$ cat config.mk
export PLATFORM = sky130hd
export DESIGN_NAME = ir_pulse_distance_frame_decoder
export DESIGN_NICKNAME = d
export VERILOG_FILES = /design/src/hw/rtl/irpd_pkg.sv /design/src/hw/rtl/ir_pulse_distance_frame_decoder.sv /design/src/hw/rtl/irpd_front.sv /design/src/hw/rtl/irpd_queue.sv /design/src/hw/rtl/irpd_back.sv
export SDC_FILE = /design/constraint.sdc
export NUM_CORES = 1
export LEC_CHECK = 0
export ABC_AREA = 0
export BUFFER_PORTS_ARGS = -buffer_cell sky130_fd_sc_hd__buf_2
export CELL_PAD_IN_SITES_DETAIL_PLACEMENT = 0
export CELL_PAD_IN_SITES_GLOBAL_PLACEMENT = 1
export CORE_UTILIZATION = 48
export DETAILED_ROUTE_END_ITERATION = 10
export GPL_ROUTABILITY_DRIVEN = 0
export PLACE_DENSITY_LB_ADDON = 0.15
export SYNTH_ARGS = -nofsm -noshare
export SYNTH_HDL_FRONTEND = slang
export SYNTH_SLANG_ARGS = --single-unit
$ cat constraint.sdc
create_clock -name clk -period 4.9 [get_ports clk]
set_input_delay 0.98 -clock clk [delete_from_list [all_inputs] [get_ports clk]]
set_output_delay 0.98 -clock clk [all_outputs]
set_load 0.005 [all_outputs]
$ cat src/hw/rtl/irpd_pkg.sv
`timescale 1ns / 1ps

package irpd_pkg;

  localparam int unsigned TickWidth  = 16;
  localparam int unsigned ByteWidth  = 8;
  localparam int unsigned FrameBits  = 32;
  localparam int unsigned BitIdxWidth = $clog2(FrameBits);
  localparam int unsigned CfgIdxWidth = 3;

  // Register indexes on the configuration port
  localparam logic [CfgIdxWidth-1:0] CFG_START     = 3'd0;
  localparam logic [CfgIdxWidth-1:0] CFG_REPEAT    = 3'd1;
  localparam logic [CfgIdxWidth-1:0] CFG_ONE       = 3'd2;
  localparam logic [CfgIdxWidth-1:0] CFG_ZERO      = 3'd3;
  localparam logic [CfgIdxWidth-1:0] CFG_TOLERANCE = 3'd4;

  // Register values after reset
  localparam logic [TickWidth-1:0] START_RESET     = 16'd12442;
  localparam logic [TickWidth-1:0] REPEAT_RESET    = 16'd10368;
  localparam logic [TickWidth-1:0] ONE_RESET       = 16'd2074;
  localparam logic [TickWidth-1:0] ZERO_RESET      = 16'd1032;
  localparam logic [TickWidth-1:0] TOLERANCE_RESET = 16'd500;

  localparam logic [BitIdxWidth-1:0] LAST_BIT = BitIdxWidth'(FrameBits - 1);

  // Window hits of one edge interval, handed from front to back
  typedef struct packed {
    logic start_hit;
    logic repeat_hit;
    logic one_hit;
    logic zero_hit;
  } irpd_match_t;

  typedef enum logic [2:0] {
    ST_IDLE   = 3'b001,
    ST_LEADER = 3'b010,
    ST_DATA   = 3'b100
  } irpd_state_t;

endpackage

$ cat src/hw/rtl/ir_pulse_distance_frame_decoder.sv
`timescale 1ns / 1ps

// Channel   Handshake                Payload
// cfg       cfg_valid / cfg_ready    cfg_index[2:0], cfg_data[15:0]
// in        in_valid / in_stall      interval[15:0]
// out       out_valid / out_stall    frame_valid, repeat_seen, address_out, command_out
//
// One edge per cycle sustained while out_stall is low; each accepted edge passes the
// window compare, a two-entry queue and the frame state step into the output register.
// cfg_ready is always high; configuration writes take effect on the next edge.
// Reset (rst, synchronous) restores the nominal windows and clears frame state.
// out_stall holds the output register; the queue then fills and raises in_stall.

module ir_pulse_distance_frame_decoder (
  input  logic                              clk,
  input  logic                              rst,
  input  logic                              cfg_valid,
  output logic                              cfg_ready,
  input  logic [irpd_pkg::CfgIdxWidth-1:0]  cfg_index,
  input  logic [irpd_pkg::TickWidth-1:0]    cfg_data,
  input  logic                              in_valid,
  output logic                              in_stall,
  input  logic [irpd_pkg::TickWidth-1:0]    interval,
  output logic                              out_valid,
  input  logic                              out_stall,
  output logic                              frame_valid,
  output logic                              repeat_seen,
  output logic [irpd_pkg::ByteWidth-1:0]    address_out,
  output logic [irpd_pkg::ByteWidth-1:0]    command_out
);

  irpd_pkg::irpd_match_t push_data;
  irpd_pkg::irpd_match_t pop_data;
  logic                  q_push;
  logic                  q_pop;
  logic                  q_full;
  logic                  q_not_empty;

  irpd_front u_front (
    .clk       (clk),
    .rst       (rst),
    .cfg_valid (cfg_valid),
    .cfg_ready (cfg_ready),
    .cfg_index (cfg_index),
    .cfg_data  (cfg_data),
    .in_valid  (in_valid),
    .in_stall  (in_stall),
    .interval  (interval),
    .q_full    (q_full),
    .q_push    (q_push),
    .q_data    (push_data)
  );

  irpd_queue u_queue (
    .clk       (clk),
    .rst       (rst),
    .push      (q_push),
    .push_data (push_data),
    .full      (q_full),
    .pop       (q_pop),
    .not_empty (q_not_empty),
    .pop_data  (pop_data)
  );

  irpd_back u_back (
    .clk         (clk),
    .rst         (rst),
    .q_not_empty (q_not_empty),
    .q_data      (pop_data),
    .q_pop       (q_pop),
    .out_valid   (out_valid),
    .out_stall   (out_stall),
    .frame_valid (frame_valid),
    .repeat_seen (repeat_seen),
    .address_out (address_out),
    .command_out (command_out)
  );

endmodule

$ cat src/hw/rtl/irpd_front.sv
`timescale 1ns / 1ps

module irpd_front (
  input  logic                                clk,
  input  logic                                rst,
  input  logic                                cfg_valid,
  output logic                                cfg_ready,
  input  logic [irpd_pkg::CfgIdxWidth-1:0]    cfg_index,
  input  logic [irpd_pkg::TickWidth-1:0]      cfg_data,
  input  logic                                in_valid,
  output logic                                in_stall,
  input  logic [irpd_pkg::TickWidth-1:0]      interval,
  input  logic                                q_full,
  output logic                                q_push,
  output irpd_pkg::irpd_match_t               q_data
);

  logic [irpd_pkg::TickWidth-1:0] start_ticks;
  logic [irpd_pkg::TickWidth-1:0] repeat_ticks;
  logic [irpd_pkg::TickWidth-1:0] one_ticks;
  logic [irpd_pkg::TickWidth-1:0] zero_ticks;
  logic [irpd_pkg::TickWidth-1:0] tolerance_ticks;

  // Inclusive window test without wrap: nom - tol <= x <= nom + tol
  function automatic logic in_window(input logic [irpd_pkg::TickWidth-1:0] x,
                                     input logic [irpd_pkg::TickWidth-1:0] nom,
                                     input logic [irpd_pkg::TickWidth-1:0] tol);
    logic [irpd_pkg::TickWidth:0] lo_sum;
    logic [irpd_pkg::TickWidth:0] hi_sum;
    lo_sum = {1'b0, x} + {1'b0, tol};
    hi_sum = {1'b0, nom} + {1'b0, tol};
    return (lo_sum >= {1'b0, nom}) && ({1'b0, x} <= hi_sum);
  endfunction

  assign cfg_ready = 1'b1;

  // Hold the window registers, update on a configuration request
  always_ff @(posedge clk) begin
    if (rst) begin
      start_ticks     <= irpd_pkg::START_RESET;
      repeat_ticks    <= irpd_pkg::REPEAT_RESET;
      one_ticks       <= irpd_pkg::ONE_RESET;
      zero_ticks      <= irpd_pkg::ZERO_RESET;
      tolerance_ticks <= irpd_pkg::TOLERANCE_RESET;
    end else if (cfg_valid && cfg_ready) begin
      unique case (cfg_index)
        irpd_pkg::CFG_START:     start_ticks     <= cfg_data;
        irpd_pkg::CFG_REPEAT:    repeat_ticks    <= cfg_data;
        irpd_pkg::CFG_ONE:       one_ticks       <= cfg_data;
        irpd_pkg::CFG_ZERO:      zero_ticks      <= cfg_data;
        irpd_pkg::CFG_TOLERANCE: tolerance_ticks <= cfg_data;
        default: ;
      endcase
    end
  end

  // Classify the interval against all four windows
  always_comb begin
    q_data.start_hit  = in_window(interval, start_ticks, tolerance_ticks);
    q_data.repeat_hit = in_window(interval, repeat_ticks, tolerance_ticks);
    q_data.one_hit    = in_window(interval, one_ticks, tolerance_ticks);
    q_data.zero_hit   = in_window(interval, zero_ticks, tolerance_ticks);
  end

  // Stall while the queue is full
  assign in_stall = q_full;
  assign q_push   = in_valid && !q_full;

endmodule

$ cat src/hw/rtl/irpd_queue.sv
`timescale 1ns / 1ps

module irpd_queue (
  input  logic                  clk,
  input  logic                  rst,
  input  logic                  push,
  input  irpd_pkg::irpd_match_t push_data,
  output logic                  full,
  input  logic                  pop,
  output logic                  not_empty,
  output irpd_pkg::irpd_match_t pop_data
);

  irpd_pkg::irpd_match_t entry [2];
  logic       wr_ptr;
  logic       rd_ptr;
  logic [1:0] count;

  assign full      = (count == 2'd2);
  assign not_empty = (count != 2'd0);
  assign pop_data  = entry[rd_ptr];

  // Write the classified request into the free slot
  always_ff @(posedge clk) begin
    if (push) begin
      entry[wr_ptr] <= push_data;
    end
  end

  // Advance pointers and track occupancy
  always_ff @(posedge clk) begin
    if (rst) begin
      wr_ptr <= 1'b0;
      rd_ptr <= 1'b0;
      count  <= 2'd0;
    end else begin
      if (push) wr_ptr <= ~wr_ptr;
      if (pop)  rd_ptr <= ~rd_ptr;
      priority if (push && !pop) begin
        count <= count + 2'd1;
      end else if (pop && !push) begin
        count <= count - 2'd1;
      end
    end
  end

`ifndef ASSERT_OFF
  a_count_range: assert property (@(posedge clk) disable iff (rst) count <= 2'd2)
    else $error("queue occupancy out of range");
  a_pop_not_empty: assert property (@(posedge clk) disable iff (rst) pop |-> not_empty)
    else $error("pop from empty queue");
  a_push_grows: assert property (@(posedge clk) disable iff (rst)
      push && !pop |=> count == $past(count) + 2'd1)
    else $error("queue count did not grow on push");
`endif

endmodule

$ cat src/hw/rtl/irpd_back.sv
`timescale 1ns / 1ps

module irpd_back (
  input  logic                              clk,
  input  logic                              rst,
  input  logic                              q_not_empty,
  input  irpd_pkg::irpd_match_t             q_data,
  output logic                              q_pop,
  output logic                              out_valid,
  input  logic                              out_stall,
  output logic                              frame_valid,
  output logic                              repeat_seen,
  output logic [irpd_pkg::ByteWidth-1:0]    address_out,
  output logic [irpd_pkg::ByteWidth-1:0]    command_out
);

  irpd_pkg::irpd_state_t state, state_next;
  logic [irpd_pkg::BitIdxWidth-1:0] bit_index, bit_index_next;
  logic [irpd_pkg::FrameBits-1:0]   frame_bits, frame_bits_next;
  logic [irpd_pkg::ByteWidth-1:0]   held_address, held_address_next;
  logic [irpd_pkg::ByteWidth-1:0]   held_command, held_command_next;
  logic                             valid_now;
  logic                             rep_now;
  logic                             bit_hit;

  // Take a request whenever the output register is free or draining
  assign q_pop   = q_not_empty && (!out_valid || !out_stall);
  assign bit_hit = q_data.one_hit || q_data.zero_hit;

  // Step the frame state on each request
  always_comb begin
    state_next        = state;
    bit_index_next    = bit_index;
    frame_bits_next   = frame_bits;
    held_address_next = held_address;
    held_command_next = held_command;
    valid_now         = 1'b0;
    rep_now           = 1'b0;
    if (q_pop) begin
      unique case (state)
        irpd_pkg::ST_LEADER: begin
          if (q_data.start_hit) begin
            state_next = irpd_pkg::ST_DATA;
          end else if (q_data.repeat_hit) begin
            rep_now    = 1'b1;
            state_next = irpd_pkg::ST_IDLE;
          end
        end
        irpd_pkg::ST_DATA: begin
          if (bit_hit) begin
            frame_bits_next[bit_index] = q_data.one_hit;
            if (bit_index == irpd_pkg::LAST_BIT) begin
              bit_index_next = '0;
              state_next     = irpd_pkg::ST_IDLE;
              // Latch only when each byte is the inverse of its partner
              if (frame_bits_next[7:0] == ~frame_bits_next[15:8] &&
                  frame_bits_next[23:16] == ~frame_bits_next[31:24]) begin
                held_address_next = frame_bits_next[7:0];
                held_command_next = frame_bits_next[23:16];
                valid_now         = 1'b1;
              end
            end else begin
              bit_index_next = bit_index + 1'b1;
            end
          end else begin
            // Drop the partial frame and look for a new leader
            bit_index_next = '0;
            state_next     = irpd_pkg::ST_LEADER;
          end
        end
        irpd_pkg::ST_IDLE: begin
          state_next = irpd_pkg::ST_LEADER;
        end
        default: begin
          state_next = irpd_pkg::ST_LEADER;
        end
      endcase
    end
  end

  always_ff @(posedge clk) begin
    if (rst) begin
      state        <= irpd_pkg::ST_IDLE;
      bit_index    <= '0;
      frame_bits   <= '0;
      held_address <= '0;
      held_command <= '0;
    end else begin
      state        <= state_next;
      bit_index    <= bit_index_next;
      frame_bits   <= frame_bits_next;
      held_address <= held_address_next;
      held_command <= held_command_next;
    end
  end

  // Output register: load on a request, clear once taken
  always_ff @(posedge clk) begin
    if (rst) begin
      out_valid <= 1'b0;
    end else if (q_pop) begin
      out_valid <= 1'b1;
    end else if (!out_stall) begin
      out_valid <= 1'b0;
    end
  end

  always_ff @(posedge clk) begin
    if (q_pop) begin
      frame_valid <= valid_now;
      repeat_seen <= rep_now;
      address_out <= held_address_next;
      command_out <= held_command_next;
    end
  end

`ifndef ASSERT_OFF
  a_start_enters_data: assert property (@(posedge clk) disable iff (rst)
      q_pop && state == irpd_pkg::ST_LEADER && q_data.start_hit
      |=> state == irpd_pkg::ST_DATA && bit_index == '0)
    else $error("start leader did not enter data phase");
  a_last_bit_idles: assert property (@(posedge clk) disable iff (rst)
      q_pop && state == irpd_pkg::ST_DATA && bit_hit && bit_index == irpd_pkg::LAST_BIT
      |=> state == irpd_pkg::ST_IDLE && bit_index == '0)
    else $error("frame end did not return to idle");
  a_flags_exclusive: assert property (@(posedge clk) disable iff (rst)
      out_valid |-> !(frame_valid && repeat_seen))
    else $error("frame and repeat flagged together");
  a_stall_holds_result: assert property (@(posedge clk) disable iff (rst)
      out_valid && out_stall |=> !$past(q_pop) && out_valid)
    else $error("result overwritten while stalled");
`endif

endmodule
==> out/summary.txt <==
Status -> completed
Total of hold buffers inserted after clock tree synthesis -> 0
Shortest period the worst path allows -> 4.22 ns
Row Count -> 61
GR Util All Layers -> 0.280
Number of antenna violations at the first check in global routing -> 1
Wirelength per Cell -> 19.5 um
Tcrit/Tclk final -> 0.861
Area of the multi-input gates -> 9580 um2
Sequential fraction of the synthesis area -> 0.262
Final HPWL DP -> 31800 um
ANT nets after route -> 0
Sequential cell area -> 3620 um2
Count of pins over their slew limit -> 0
Post-route cell area -> 15100 um2
Final worst setup slack -> 0.680 ns
Total cell area at the placement stage -> 14500 um2
Antenna cells -> 0
Max Root-Sink Buffers -> 2
Number of unique standard cell types used by synthesis -> 69
Vias in the first global route -> 10900
Standby leakage power -> 6.42 nW
Maximum number of pins on one net before global-route repair -> 76
Worst Max-Slew Pin Slew -> 1.14 ns
Number of setup buffers added after CTS -> 0
Synth area leader -> sky130_fd_sc_hd__dfxtp_1
Most instantiated library cell after synthesis -> sky130_fd_sc_hd__ha_1
Top cells by area, synth -> sky130_fd_sc_hd__dfxtp_1 21%, sky130_fd_sc_hd__ha_1 19%, sky130_fd_sc_hd__a21oi_1 7.7%, sky130_fd_sc_hd__edfxtp_1 5.6%, sky130_fd_sc_hd__nand2_1 5.3%
Via count normalized by instance count -> 5.91
Worst min-delay path class -> flip-flop to flip-flop
H-tree depth -> 4
Fraction of synthesis flops using an asynchronous set or reset pin -> 0
VDD IR max -> 0.000253 V
Total global routing overflow -> 0
Resize count post-CTS -> 0
Violation count after the first detailed-route iteration -> 1116
Largest clock skew in the final design -> 0.0102 ns
Clock transition time at the flip-flop clock pins of the worst setup and hold paths -> 0.07 ns
Number of vias in the routed layout -> 12300
FF+latch count, synth -> 168
Clock tree from TritonCTS -> done
Crit path kind -> flip-flop to flip-flop
Data required time at the worst endpoint -> 5.05 ns
Biggest cell delay along the critical path -> 0.50 ns
Total negative slack for setup checks -> 0 ns
Total setup violations reported at the end of the flow -> 0
Sum of routed wire length over all layers -> 40600 um
Vert. Die Dim -> 172 um
Capturing element type of the critical path -> flip-flop
First-pass GRT wire length -> 62800 um
Inserted Clock Buffers -> 17
RSZ-0062 raised after global routing -> false
Max-capacitance violation count -> 0
Fillers -> 2745
Ranking of synthesized cells by instance count -> 214 x sky130_fd_sc_hd__ha_1, 213 x sky130_fd_sc_hd__a21oi_1, 196 x sky130_fd_sc_hd__nand2_1
Number of I/O port buffers -> 59
Clock net sink count -> 168
Gate Count Post-Synth -> 1661
Max Freq -> 237 MHz
Worst Setup Slack post-DPL -> 0.418 ns
Worst skew pair latency -> 0.45 ns
Full die area -> 29500 um2
Crit path launch type -> flip-flop
CP Cell Sequence -> ha_1 -> fa_1 -> a211oi_1 -> o21bai_1 -> a31oi_1 -> o211ai_1 -> a31o_2 -> a21oi_1 -> xor2_1 -> ha_1 -> nand3_1 -> nor2_1 -> nand4_1 -> nand3_1 -> a211oi_1 -> a31oi_1
Number of enable flip-flop cells after synthesis -> 26
Layout overhead on the synthesized area -> 8.80%
Floorplan core area -> 28100 um2
DRC violation count after routing -> 0
Initial Util -> 0.493
Max_slew headroom -> 0.237
Power Dens Cells -> 277 nW/um2
Summed instance area of the synthesized netlist -> 13800 um2
Die X-Extent -> 172 um
Final layout net count -> 1946
Buffer cell driving the clock tree root -> sky130_fd_sc_hd__clkbuf_16
Maximum fanout along the worst path -> 6
I/O pin count -> 61
Pre-Repair DR Iteration Count -> 5
Final Hold Viols -> 0
CP Data Arrival Time -> 4.37 ns
Ys Warns -> 0
Layout cell share with drive strength beyond 1 -> 0.0888
Synthesized area per cell -> 8.34 um2
Leading register cell type out of synthesis -> sky130_fd_sc_hd__dfxtp_1
CP max-delay cell -> sky130_fd_sc_hd__a211oi_1
Synth top area share -> 0.205
Total nets after synthesis -> 1920
-- layout make-up --
class	count	area share
flip-flops and latches	168	0.240
clock buffers	21	0.0334
clock inverters	11	0.00631
repair buffers	82	0.0312
well taps	378	0.0314
inverters	87	0.0217
multi-input cells	1331	0.636
-- where the power goes --
group | switching [mW] | internal (mW)
Clock | 0.616 | 0.751
Sequential | 0.0757 | 1.53
Combinational | 0.738 | 0.458
-- critical path: cells and delay by family, from the launching register on --
kind | cells | cell delay [ns]
fa+ha+maj | 3 | 0.98
simple gates | 4 | 0.34
flops | 1 | 0.40
compound gates | 8 | 2.01
xor+xnor | 1 | 0.18
-- layout by cell type (no fill, tap or decap), drive strengths merged, types with 13 or more instances in the layout --
cell type,synthesis,final
dfxtp,142,142
o31ai,17,17
a31oi,33,33
nor2,76,76
xnor2,35,35
nand4,40,40
mux2i,13,13
a211oi,18,18
buf,23,82
nand3,30,30
a21oi,213,213
a311oi,34,34
nand3b,23,23
ha,214,214
and3,21,21
nor3,35,35
edfxtp,26,26
o21ai,52,52
inv,87,94
nor2b,20,20
nand2,196,196
xor2,56,56
clkbuf,52,21
a21o,54,54
-- registers in the layout, summed over array words and instances, names as in the netlist, 2 cells and up, named ones only --
signal,count
u_front.one_ticks,16
u_back.state,3
u_front.tolerance_ticks,16
u_back.address_out,8
u_back.held_address,8
u_queue.entry,8
u_front.start_ticks,16
u_back.held_command,8
u_front.zero_ticks,16
u_front.repeat_ticks,16
u_back.frame_bits,32
u_queue.count,2
u_back.command_out,8
u_back.bit_index,5
-- routing by layer --
| metal | vias up | wire length [um] | track usage |
|---|---|---|---|
| met4 | 0 | 685 | 0.0639 |
| li1 | 6170 | - | - |
| met5 | - | 0 | 0 |
| met1 | 5748 | 20500 | 0.429 |
| met3 | 33 | 2000 | 0.0309 |
| met2 | 326 | 17400 | 0.415 |
-- per-stage QoR --
step	hold slack (ns)	cells	utilization	power, mW
3_3_place_gp	0.460	2046	0.515	2.80
5_1_grt	0.495	2078	0.536	4.41
3_5_place_dp	0.470	2046	0.515	2.82
2_1_floorplan	0.453	1661	-	2.44
4_1_cts	0.478	2078	0.536	4.19
6_report	0.474	2078	0.536	4.17
-- cell families (layout without fill, tap and decap cells) --
family | after synthesis | after routing | share of synthesized area
buffers and inverters | 162 | 201 | 0.0481
AOI/OAI and AO/OA | 507 | 507 | 0.242
and+or+nand+nor | 493 | 493 | 0.173
adders and majority gates | 219 | 219 | 0.201
xor gates and xnor gates | 91 | 91 | 0.0576
other | 1 | 1 | 0.000271
muxes | 20 | 20 | 0.0175
DFF | 168 | 168 | 0.262
-- path summary, 6_finish.rpt --
kind / cells past startpoint / startpoint / slack (ns) / end
worst min register to register: 2 / u_back.held_address[4]$_SDFF_PP0_ / 0.47 / u_back.held_address[4]$_SDFF_PP0_
worst max register to register: 16 / u_front.tolerance_ticks[0]$_SDFFE_PP0P_ / 0.68 / u_queue.entry[1][2]$_DFFE_PP_
worst min-delay path: 2 / u_back.held_address[4]$_SDFF_PP0_ / 0.47 / u_back.held_address[4]$_SDFF_PP0_
worst max-delay path: 16 / u_front.tolerance_ticks[0]$_SDFFE_PP0P_ / 0.68 / u_queue.entry[1][2]$_DFFE_PP_
Note: power is estimated with default switching activity, not from simulation.
